$ cat src/rtl/peun_pkg.sv
package peun_pkg;

	// Field widths
	localparam int COORD_WIDTH      = 24;
	localparam int NORMAL_FRAC_BITS = 14;
	localparam int OUT_WIDTH        = 16;

	// Datapath widths
	localparam int MAG_W   = COORD_WIDTH + 1;                 // |difference| up to 2^C
	localparam int SQ_W    = 2 * COORD_WIDTH + 1;             // square up to 2^(2C)
	localparam int SUM_W   = SQ_W + 1;
	localparam int ROOT_W  = NORMAL_FRAC_BITS + 2;            // doubled quotient, up to 2^(F+1)
	localparam int Q_W     = NORMAL_FRAC_BITS + 1;            // rounded magnitude, up to 2^F
	localparam int ACC_W   = 2 * COORD_WIDTH + 2 * NORMAL_FRAC_BITS + 5;
	localparam int SCALE_SH = 2 * NORMAL_FRAC_BITS + 2;
	localparam int CNT_W   = $clog2(ROOT_W);
	localparam int NORM_ONE = 1 << NORMAL_FRAC_BITS;

	// Sequencer
	localparam int PC_W = 4;

	localparam logic [PC_W-1:0] ST_WAIT  = PC_W'(0);
	localparam logic [PC_W-1:0] ST_SQA   = PC_W'(1);
	localparam logic [PC_W-1:0] ST_SQB   = PC_W'(2);
	localparam logic [PC_W-1:0] ST_SUM   = PC_W'(3);
	localparam logic [PC_W-1:0] ST_INITX = PC_W'(4);
	localparam logic [PC_W-1:0] ST_ITERX = PC_W'(5);
	localparam logic [PC_W-1:0] ST_SAVEX = PC_W'(6);
	localparam logic [PC_W-1:0] ST_INITY = PC_W'(7);
	localparam logic [PC_W-1:0] ST_ITERY = PC_W'(8);
	localparam logic [PC_W-1:0] ST_SAVEY = PC_W'(9);
	localparam logic [PC_W-1:0] ST_PUSH  = PC_W'(10);
	localparam logic [PC_W-1:0] ST_BACK  = PC_W'(11);

	typedef enum logic [3:0] {
		OP_NOP,
		OP_WAIT,
		OP_SQA,
		OP_SQB,
		OP_SUM,
		OP_INITX,
		OP_INITY,
		OP_ITER,
		OP_SAVEX,
		OP_SAVEY,
		OP_PUSH
	} op_t;

	typedef enum logic [2:0] {
		J_NEXT,
		J_ALWAYS,
		J_IDLE,
		J_ZERO,
		J_MORE,
		J_BUSY
	} jmp_t;

	typedef struct packed {
		op_t             op;
		jmp_t            jmp;
		logic [PC_W-1:0] target;
	} ucode_t;

	typedef struct packed {
		logic init;
		logic step;
	} root_ctrl_t;

	// Control store: jump to target when the condition holds, else step on
	function automatic ucode_t ucode(input logic [PC_W-1:0] pc);
		ucode_t w;
		case (pc)
			ST_WAIT:  w = '{op: OP_WAIT,  jmp: J_IDLE,   target: ST_WAIT};
			ST_SQA:   w = '{op: OP_SQA,   jmp: J_NEXT,   target: ST_WAIT};
			ST_SQB:   w = '{op: OP_SQB,   jmp: J_NEXT,   target: ST_WAIT};
			ST_SUM:   w = '{op: OP_SUM,   jmp: J_ZERO,   target: ST_PUSH};
			ST_INITX: w = '{op: OP_INITX, jmp: J_NEXT,   target: ST_WAIT};
			ST_ITERX: w = '{op: OP_ITER,  jmp: J_MORE,   target: ST_ITERX};
			ST_SAVEX: w = '{op: OP_SAVEX, jmp: J_NEXT,   target: ST_WAIT};
			ST_INITY: w = '{op: OP_INITY, jmp: J_NEXT,   target: ST_WAIT};
			ST_ITERY: w = '{op: OP_ITER,  jmp: J_MORE,   target: ST_ITERY};
			ST_SAVEY: w = '{op: OP_SAVEY, jmp: J_NEXT,   target: ST_WAIT};
			ST_PUSH:  w = '{op: OP_PUSH,  jmp: J_BUSY,   target: ST_PUSH};
			ST_BACK:  w = '{op: OP_NOP,   jmp: J_ALWAYS, target: ST_WAIT};
			default:  w = '{op: OP_NOP,   jmp: J_ALWAYS, target: ST_WAIT};
		endcase
		return w;
	endfunction

endpackage

$ cat src/rtl/peun_root.sv
module peun_root (
	input  logic                         clk,
	input  logic                         arst_n,
	input  peun_pkg::root_ctrl_t         ctrl,
	input  logic [peun_pkg::SQ_W-1:0]    sq,
	input  logic [peun_pkg::SUM_W-1:0]   sum,
	output logic [peun_pkg::Q_W-1:0]     q,
	output logic                         more
);

	// Bit-serial search for the largest m with m^2 * sum <= sq * 2^(2F+2).
	// r_q holds the remainder, u_q = (sum * m) << (k+1), v_q = sum << 2k.
	logic [peun_pkg::ACC_W-1:0]  r_q, u_q, v_q;
	logic [peun_pkg::ROOT_W-1:0] m_q;
	logic [peun_pkg::CNT_W-1:0]  cnt_q;

	logic [peun_pkg::ACC_W-1:0]  trial;
	logic                        take;
	logic [peun_pkg::ROOT_W:0]   m_inc;

	assign trial = u_q + v_q;
	assign take  = (trial <= r_q);
	assign m_inc = {1'b0, m_q} + (peun_pkg::ROOT_W + 1)'(1);
	// round half up on the doubled quotient
	assign q     = m_inc[peun_pkg::Q_W:1];
	assign more  = (cnt_q != '0);

	always_ff @(posedge clk or negedge arst_n) begin
		if (!arst_n) begin
			cnt_q <= '0;
		end else if (ctrl.init) begin
			cnt_q <= peun_pkg::CNT_W'(peun_pkg::ROOT_W - 1);
		end else if (ctrl.step) begin
			cnt_q <= cnt_q - peun_pkg::CNT_W'(1);
		end
	end

	always_ff @(posedge clk) begin
		if (ctrl.init) begin
			r_q <= peun_pkg::ACC_W'(sq) << peun_pkg::SCALE_SH;
			v_q <= peun_pkg::ACC_W'(sum) << peun_pkg::SCALE_SH;
			u_q <= '0;
			m_q <= '0;
		end else if (ctrl.step) begin
			if (take) begin
				r_q <= r_q - trial;
				u_q <= (u_q >> 1) + v_q;
			end else begin
				u_q <= u_q >> 1;
			end
			v_q <= v_q >> 2;
			m_q <= {m_q[peun_pkg::ROOT_W-2:0], take};
		end
	end

endmodule

$ cat src/rtl/polyline_edge_unit_normal.sv
// Unit normal of each polyline segment, (y2-y1, x1-x2) / length, 14 fraction bits.
// A point is taken only in the wait step, so a segment is done before the next point is
// accepted; a contour start goes back to the wait step at once. The work is set by
// two 16-step remainder searches that share one accumulator unit; zero length skips them.
// Reset: sequencer to wait step, previous point cleared to zero, no point seen,
// output register empty.
module polyline_edge_unit_normal (
	input  logic                                      clk,
	input  logic                                      arst_n,
	input  logic                                      in_valid,
	output logic                                      in_ready,
	input  logic signed [peun_pkg::COORD_WIDTH-1:0]   point_x,
	input  logic signed [peun_pkg::COORD_WIDTH-1:0]   point_y,
	input  logic                                      contour_start,
	output logic                                      out_valid,
	input  logic                                      out_ready,
	output logic signed [peun_pkg::OUT_WIDTH-1:0]     normal_x,
	output logic signed [peun_pkg::OUT_WIDTH-1:0]     normal_y,
	output logic                                      zero_length
);

	localparam int C = peun_pkg::COORD_WIDTH;

	// Sequencer state
	logic [peun_pkg::PC_W-1:0] pc_q, pc_d;
	peun_pkg::ucode_t          uc;
	logic                      jump;

	// Previous point of the contour
	logic [C-1:0] prev_x_q, prev_y_q;
	logic         have_prev_q;

	// Segment working registers
	logic [peun_pkg::MAG_W-1:0] ax_q, ay_q;
	logic                       sx_q, sy_q;
	logic [peun_pkg::SQ_W-1:0]  a2_q, b2_q;
	logic [peun_pkg::SUM_W-1:0] s_q;
	logic [peun_pkg::OUT_WIDTH-1:0] nx_q, ny_q;
	logic                       zero_q;

	// Output register
	logic                           out_valid_q;
	logic [peun_pkg::OUT_WIDTH-1:0] normal_x_q, normal_y_q;
	logic                           zero_length_q;

	// Datapath nets
	logic                       in_fire, emit, is_zero, out_busy;
	logic signed [C:0]          dx, dy;
	logic [peun_pkg::MAG_W-1:0] mul_a;
	logic [2*peun_pkg::MAG_W-1:0] prod;
	peun_pkg::root_ctrl_t       root_ctrl;
	logic [peun_pkg::SQ_W-1:0]  root_sq;
	logic [peun_pkg::Q_W-1:0]   root_q;
	logic                       root_more;
	logic [peun_pkg::OUT_WIDTH-1:0] q_ext, q_signed;
	logic                       q_neg;

	peun_root u_root (
		.clk    (clk),
		.arst_n (arst_n),
		.ctrl   (root_ctrl),
		.sq     (root_sq),
		.sum    (s_q),
		.q      (root_q),
		.more   (root_more)
	);

	// Decode the current control word and drive the datapath
	always_comb begin
		uc            = peun_pkg::ucode(pc_q);
		in_ready      = (uc.op == peun_pkg::OP_WAIT);
		in_fire       = in_valid && in_ready;
		// a point without a stored predecessor opens a contour
		emit          = have_prev_q && !contour_start;
		dx            = {point_y[C-1], point_y} - {prev_y_q[C-1], prev_y_q};
		dy            = {prev_x_q[C-1], prev_x_q} - {point_x[C-1], point_x};
		is_zero       = (ax_q == '0) && (ay_q == '0);
		out_busy      = out_valid_q && !out_ready;
		mul_a         = (uc.op == peun_pkg::OP_SQB) ? ay_q : ax_q;
		prod          = mul_a * mul_a;
		root_ctrl.init = (uc.op == peun_pkg::OP_INITX) || (uc.op == peun_pkg::OP_INITY);
		root_ctrl.step = (uc.op == peun_pkg::OP_ITER);
		root_sq       = (uc.op == peun_pkg::OP_INITY) ? b2_q : a2_q;
		// reapply the sign of the component being saved
		q_neg         = (uc.op == peun_pkg::OP_SAVEY) ? sy_q : sx_q;
		q_ext         = peun_pkg::OUT_WIDTH'(root_q);
		q_signed      = q_neg ? (peun_pkg::OUT_WIDTH'(0) - q_ext) : q_ext;
	end

	// Next step: jump on the selected condition, otherwise advance
	always_comb begin
		case (uc.jmp)
			peun_pkg::J_NEXT:   jump = 1'b0;
			peun_pkg::J_ALWAYS: jump = 1'b1;
			peun_pkg::J_IDLE:   jump = !(in_fire && emit);
			peun_pkg::J_ZERO:   jump = is_zero;
			peun_pkg::J_MORE:   jump = root_more;
			peun_pkg::J_BUSY:   jump = out_busy;
			default:            jump = 1'b1;
		endcase
		pc_d = jump ? uc.target : (pc_q + peun_pkg::PC_W'(1));
	end

	// Control state
	always_ff @(posedge clk or negedge arst_n) begin
		if (!arst_n) begin
			pc_q        <= peun_pkg::ST_WAIT;
			have_prev_q <= 1'b0;
			prev_x_q    <= '0;
			prev_y_q    <= '0;
			out_valid_q <= 1'b0;
		end else begin
			pc_q <= pc_d;
			// every accepted point becomes the previous point
			if (in_fire) begin
				have_prev_q <= 1'b1;
				prev_x_q    <= point_x;
				prev_y_q    <= point_y;
			end
			// hold the result until the consumer takes it
			if (uc.op == peun_pkg::OP_PUSH && !out_busy) begin
				out_valid_q <= 1'b1;
			end else if (out_ready) begin
				out_valid_q <= 1'b0;
			end
		end
	end

	// Datapath registers
	always_ff @(posedge clk) begin
		case (uc.op)
			peun_pkg::OP_WAIT: begin
				sx_q <= dx[C];
				sy_q <= dy[C];
				ax_q <= dx[C] ? peun_pkg::MAG_W'(~dx + 1'b1) : peun_pkg::MAG_W'(dx);
				ay_q <= dy[C] ? peun_pkg::MAG_W'(~dy + 1'b1) : peun_pkg::MAG_W'(dy);
			end
			peun_pkg::OP_SQA: begin
				a2_q <= prod[peun_pkg::SQ_W-1:0];
			end
			peun_pkg::OP_SQB: begin
				b2_q <= prod[peun_pkg::SQ_W-1:0];
			end
			peun_pkg::OP_SUM: begin
				s_q    <= peun_pkg::SUM_W'(a2_q) + peun_pkg::SUM_W'(b2_q);
				zero_q <= is_zero;
				nx_q   <= '0;
				ny_q   <= '0;
			end
			peun_pkg::OP_SAVEX: begin
				nx_q <= q_signed;
			end
			peun_pkg::OP_SAVEY: begin
				ny_q <= q_signed;
			end
			peun_pkg::OP_PUSH: begin
				if (!out_busy) begin
					normal_x_q    <= nx_q;
					normal_y_q    <= ny_q;
					zero_length_q <= zero_q;
				end
			end
			default: begin
			end
		endcase
	end

	assign out_valid   = out_valid_q;
	assign normal_x    = normal_x_q;
	assign normal_y    = normal_y_q;
	assign zero_length = zero_length_q;

	// A zero-length segment carries zero components
	a_zero_comp: assert property (@(posedge clk) disable iff (!arst_n)
		out_valid && zero_length |-> normal_x == '0 && normal_y == '0)
		else $error("zero-length result with nonzero components");

	// Components stay within the unit range
	a_unit_range: assert property (@(posedge clk) disable iff (!arst_n)
		out_valid |-> normal_x <= peun_pkg::NORM_ONE && normal_x >= -peun_pkg::NORM_ONE
			&& normal_y <= peun_pkg::NORM_ONE && normal_y >= -peun_pkg::NORM_ONE)
		else $error("normal component outside unit range");

	// A point that closes a segment starts the work, so the input side closes
	a_busy_after: assert property (@(posedge clk) disable iff (!arst_n)
		in_valid && in_ready && have_prev_q && !contour_start |=> !in_ready)
		else $error("input still open after a segment transfer");

	// A contour start produces no result and leaves the input side open
	a_start_open: assert property (@(posedge clk) disable iff (!arst_n)
		in_valid && in_ready && contour_start |=> in_ready && pc_q == peun_pkg::ST_WAIT)
		else $error("contour start did not return to the wait step");

endmodule

$ cat config.mk
export PLATFORM = sky130hd
export DESIGN_NAME = polyline_edge_unit_normal
export DESIGN_NICKNAME = d
export VERILOG_FILES = /design/src/rtl/peun_pkg.sv /design/src/rtl/peun_root.sv /design/src/rtl/polyline_edge_unit_normal.sv
export SDC_FILE = /design/constraint.sdc
export NUM_CORES = 2
export LEC_CHECK = 0
export BUFFER_PORTS_ARGS = -buffer_cell sky130_fd_sc_hd__clkbuf_2
export CAP_MARGIN = 20
export CORE_MARGIN = 2
export CORE_UTILIZATION = 60
export CTS_CLUSTER_SIZE = 28
export DETAILED_ROUTE_END_ITERATION = 10
export MAX_ROUTING_LAYER = met4
export PLACE_DENSITY = 0.76
export RECOVER_POWER = 100
export SYNTH_ARGS = -nofsm -noshare
export SYNTH_HDL_FRONTEND = slang
export SYNTH_SLANG_ARGS = --single-unit
$ cat constraint.sdc
create_clock -name clk -period 33.4 [get_ports clk]
set_input_delay 5.01 -clock clk [delete_from_list [all_inputs] [get_ports clk]]
set_output_delay 5.01 -clock clk [all_outputs]
set_load 0.02 [all_outputs]
==> flow_summary_export.csv <==
group,metric,value,unit
cells_and_area,antennaDiodeCount,0,
worst_setup_path,reg2reg_from,"pc_q[0]",
min_path,hold_path_depth,0,
global_routing,grt_pass1_vias,48600,
cts,clock_path_buffers,3,
cts,clkSlewWorstSetupHoldPaths,60,ps
timing,tns,0,ps
global_routing,antenna_found_initial,0,
cts,htree_levels,3,
routing,drc_errors,0,
worst_setup_path,path_class,"register to register",
yosys,syn-cell-area,59200,um^2
routing,post_drt_via_cell_ratio,6.04,
timing,fin_crit_sh,0.447,
cells_and_area,layout_common_cells,"inv_1, nand2_1, a21oi_1, ha_1, fa_1",
routing,dr.pass1.iters,6,
timing,rsz0062_at_grt,"false",
timing,final-setup-viol-count,0,
yosys,ys_seq_elements,580,
floorplanning,die_h,318,um
timing,finalCriticalPeriod,14930,ps
cts,ctsHoldBuffers,0,
yosys,yosysWarnings,0,
cells_and_area,multiInputGateArea,39300,um^2
worst_setup_path,worst_setup_path_start_kind,"register",
timing,fmax,67.0,MHz
cells_and_area,regArea,15500,um^2
global_routing,grt_pass1_wl,260,mm
yosys,synth_ff_type,"edfxtp_1",
cells_and_area,area_delta_synth_final,6.08,%
cts,clk_latency,670,ps
floorplanning,fp-row-count,115,
floorplanning,die_area,101000,um^2
flow_run,maxCapViolCount,20,
yosys,netlist.area_leader.share,0.184,
cells_and_area,finalNetCount,7603,
cts,cts_setup_buffers,0,
cells_and_area,drive_gt1_frac,0.0390,
place,place_congestion,1.02,
worst_setup_path,reg2reg_to,"a2_q[47]",
place,port-buffer-count,87,
routing,antenna_left,0,
worst_setup_path,required,33770,ps
floorplanning,die_width,318,um
worst_setup_path,slowest_delay,2440,ps
yosys,synth_nets,7664,
worst_setup_path,crit_top_cell,"inv_1",
cts,cts_resized,0,
worst_setup_path,ff2ff_path_depth,39,
routing,drtIter0Drc,3504,
min_path,hold_end,"normal_y[8]",
cts,clock-root-buffer,"clkbuf_16",
yosys,async_reset_ff_frac,0.100,
timing,skew,42.3,ps
worst_setup_path,crit_fanout,61,
cells_and_area,mostFrequentLayoutCell,"inv_1",
worst_setup_path,r2r_setup_slack,18470,ps
timing,relSlewSlack,-1.97,
min_path,hold_start,"ny_q[8]",
floorplanning,io_pins,88,
yosys,syn_inst,6617,
yosys,synth_area_per_cell,8.95,um^2
min_path,hold_path_class,"register to register",
floorplanning,start_util,0.604,
yosys,synth.distinct_cells,103,
worst_setup_path,end_kind,"register",
yosys,synth_top_cell_by_area,"edfxtp_1",
yosys,synth_area_leaders,"edfxtp_1, fa_1, ha_1",
place,hpwl,130,mm
global_routing,grt_max_degree,149,
timing,drv_slew,1042,
cts,cts.sinks,580,
timing,hold_viol,0,
cts,cts_tree,"built",
global_routing,grt_use_total,0.332,
worst_setup_path,worstPathArrival,15300,ps
run_status,violations,"max-capacitance violations, max-slew violations",
routing,routed_wl,163,mm
worst_setup_path,slowest_stage,"clkbuf_1",
cts,cts_buffers,69,
routing,wire_per_inst,20.7,um
global_routing,grt-ovfl-total,0,
routing,vias,47700,
yosys,synth_seq_area_share,0.262,
yosys,synth-edff-count,363,
run_status,status,"finished with violations",
timing,tightestPinTransition,4450,ps
cells_and_area,nFillCells,8363,
floorplanning,core-area,98100,um^2
==> critical path, delay by kind of cell (launching register included) <==
family | cells | cell delay, ps
fa+ha+maj | 9 | 4280
compound gates | 10 | 3510
buf+inv | 12 | 4720
flops | 1 | 470
simple gates | 7 | 1430
mux | 1 | 150
==> layout make-up <==
| cell class | instances | share of cell area |
|---|---|---|
| Multi-Input combinational cell | 4895 | 0.626 |
| Timing Repair Buffer | 138 | 0.0113 |
| Inverter | 872 | 0.0521 |
| Clock inverter | 33 | 0.00743 |
| Tap cell | 1287 | 0.0256 |
| Sequential cell | 580 | 0.247 |
| Clock buffer | 95 | 0.0302 |
==> synth_stat cells, types with 13 or more instances <==
cell        n
inv_1     865
nand2_1   623
a21oi_1   538
ha_1      523
fa_1      471
nor2_1    460
edfxtp_1  363
o21ai_0   336
xnor2_1   260
clkbuf_1  234
a21o_1    199
dfxtp_1   159
xor2_1    158
mux2i_1   132
nand3_1   128
nand4_1    95
o21bai_1   78
nor3_1     73
a31oi_1    58
dfrtp_1    58
and3_1     57
o22ai_1    55
a22o_1     53
nor2b_1    51
o21a_1     50
nand2b_1   39
nor4_1     34
a211oi_1   33
o31ai_1    33
mux2_2     28
o211ai_1   28
and2_1     26
buf_2      18
a21boi_0   16
a221o_1    16
a221oi_1   15
or3_1      15
o31a_1     14
and4_1     13
buf_1      13
==> stage by stage <==
| step | hold slack [ps] | instances | cell area (um^2) | util | worst slack (ps) |
|---|---|---|---|---|---|
| floorplan | 400 | 6617 | 59200 | - | 22200 |
| global placement | 401 | 7768 | 60700 | 0.618 | 21940 |
| detailed placement | 405 | 7769 | 60700 | 0.618 | 21630 |
| CTS | 418 | 7897 | 63000 | 0.642 | 21580 |
| global route | 424 | 7900 | 62800 | 0.640 | 17600 |
| finish | 415 | 7900 | 62800 | 0.640 | 18470 |
==> metal layers <==
| layer | track usage | vias to the layer above | wire length [um] | part of all wire |
|---|---|---|---|---|
| li1 | - | 22700 | - | - |
| met1 | 0.392 | 23100 | 65400 | 0.40 |
| met2 | 0.576 | 1546 | 81400 | 0.50 |
| met3 | 0.0371 | 416 | 9080 | 0.056 |
| met4 | 0.141 | 0 | 7250 | 0.044 |
| met5 | - | - | 0 | 0 |
==> how the worst max path moves through the flow <==
stage,from,end,cells after the start
after floorplan,pc_q[0],a2_q[43],38
after global placement,pc_q[0],a2_q[43],36
after detailed placement,pc_q[0],b2_q[47],38
after CTS,pc_q[0],a2_q[47],38
after global routing,pc_q[0],a2_q[47],37
final,pc_q[0],a2_q[47],39
==> cell families (layout without fill, tap and decap cells) <==
family	Yosys count	count (layout)	synth area share
adders and majority gates	994	994	0.270
and+or+nand+nor	1659	1659	0.127
DFF	580	580	0.262
xor gates and xnor gates	420	420	0.0624
buffers and inverters	1142	1138	0.0733
AOI/OAI and AO/OA	1662	1662	0.178
muxes	160	160	0.0276
==> flip-flops by register name, indices dropped and copies added, names as in the netlist, 24 cells and up <==
register	flops
a2_q	48
s_q	50
prev_y_q	24
prev_x_q	24
b2_q	48
ay_q	25
u_root.v_q	80
ax_q	25
u_root.r_q	81
u_root.u_q	81
Power is left out: the tool's default activity adds up to more than one toggle a clock period on the data nets, which glitch-free logic cannot reach.
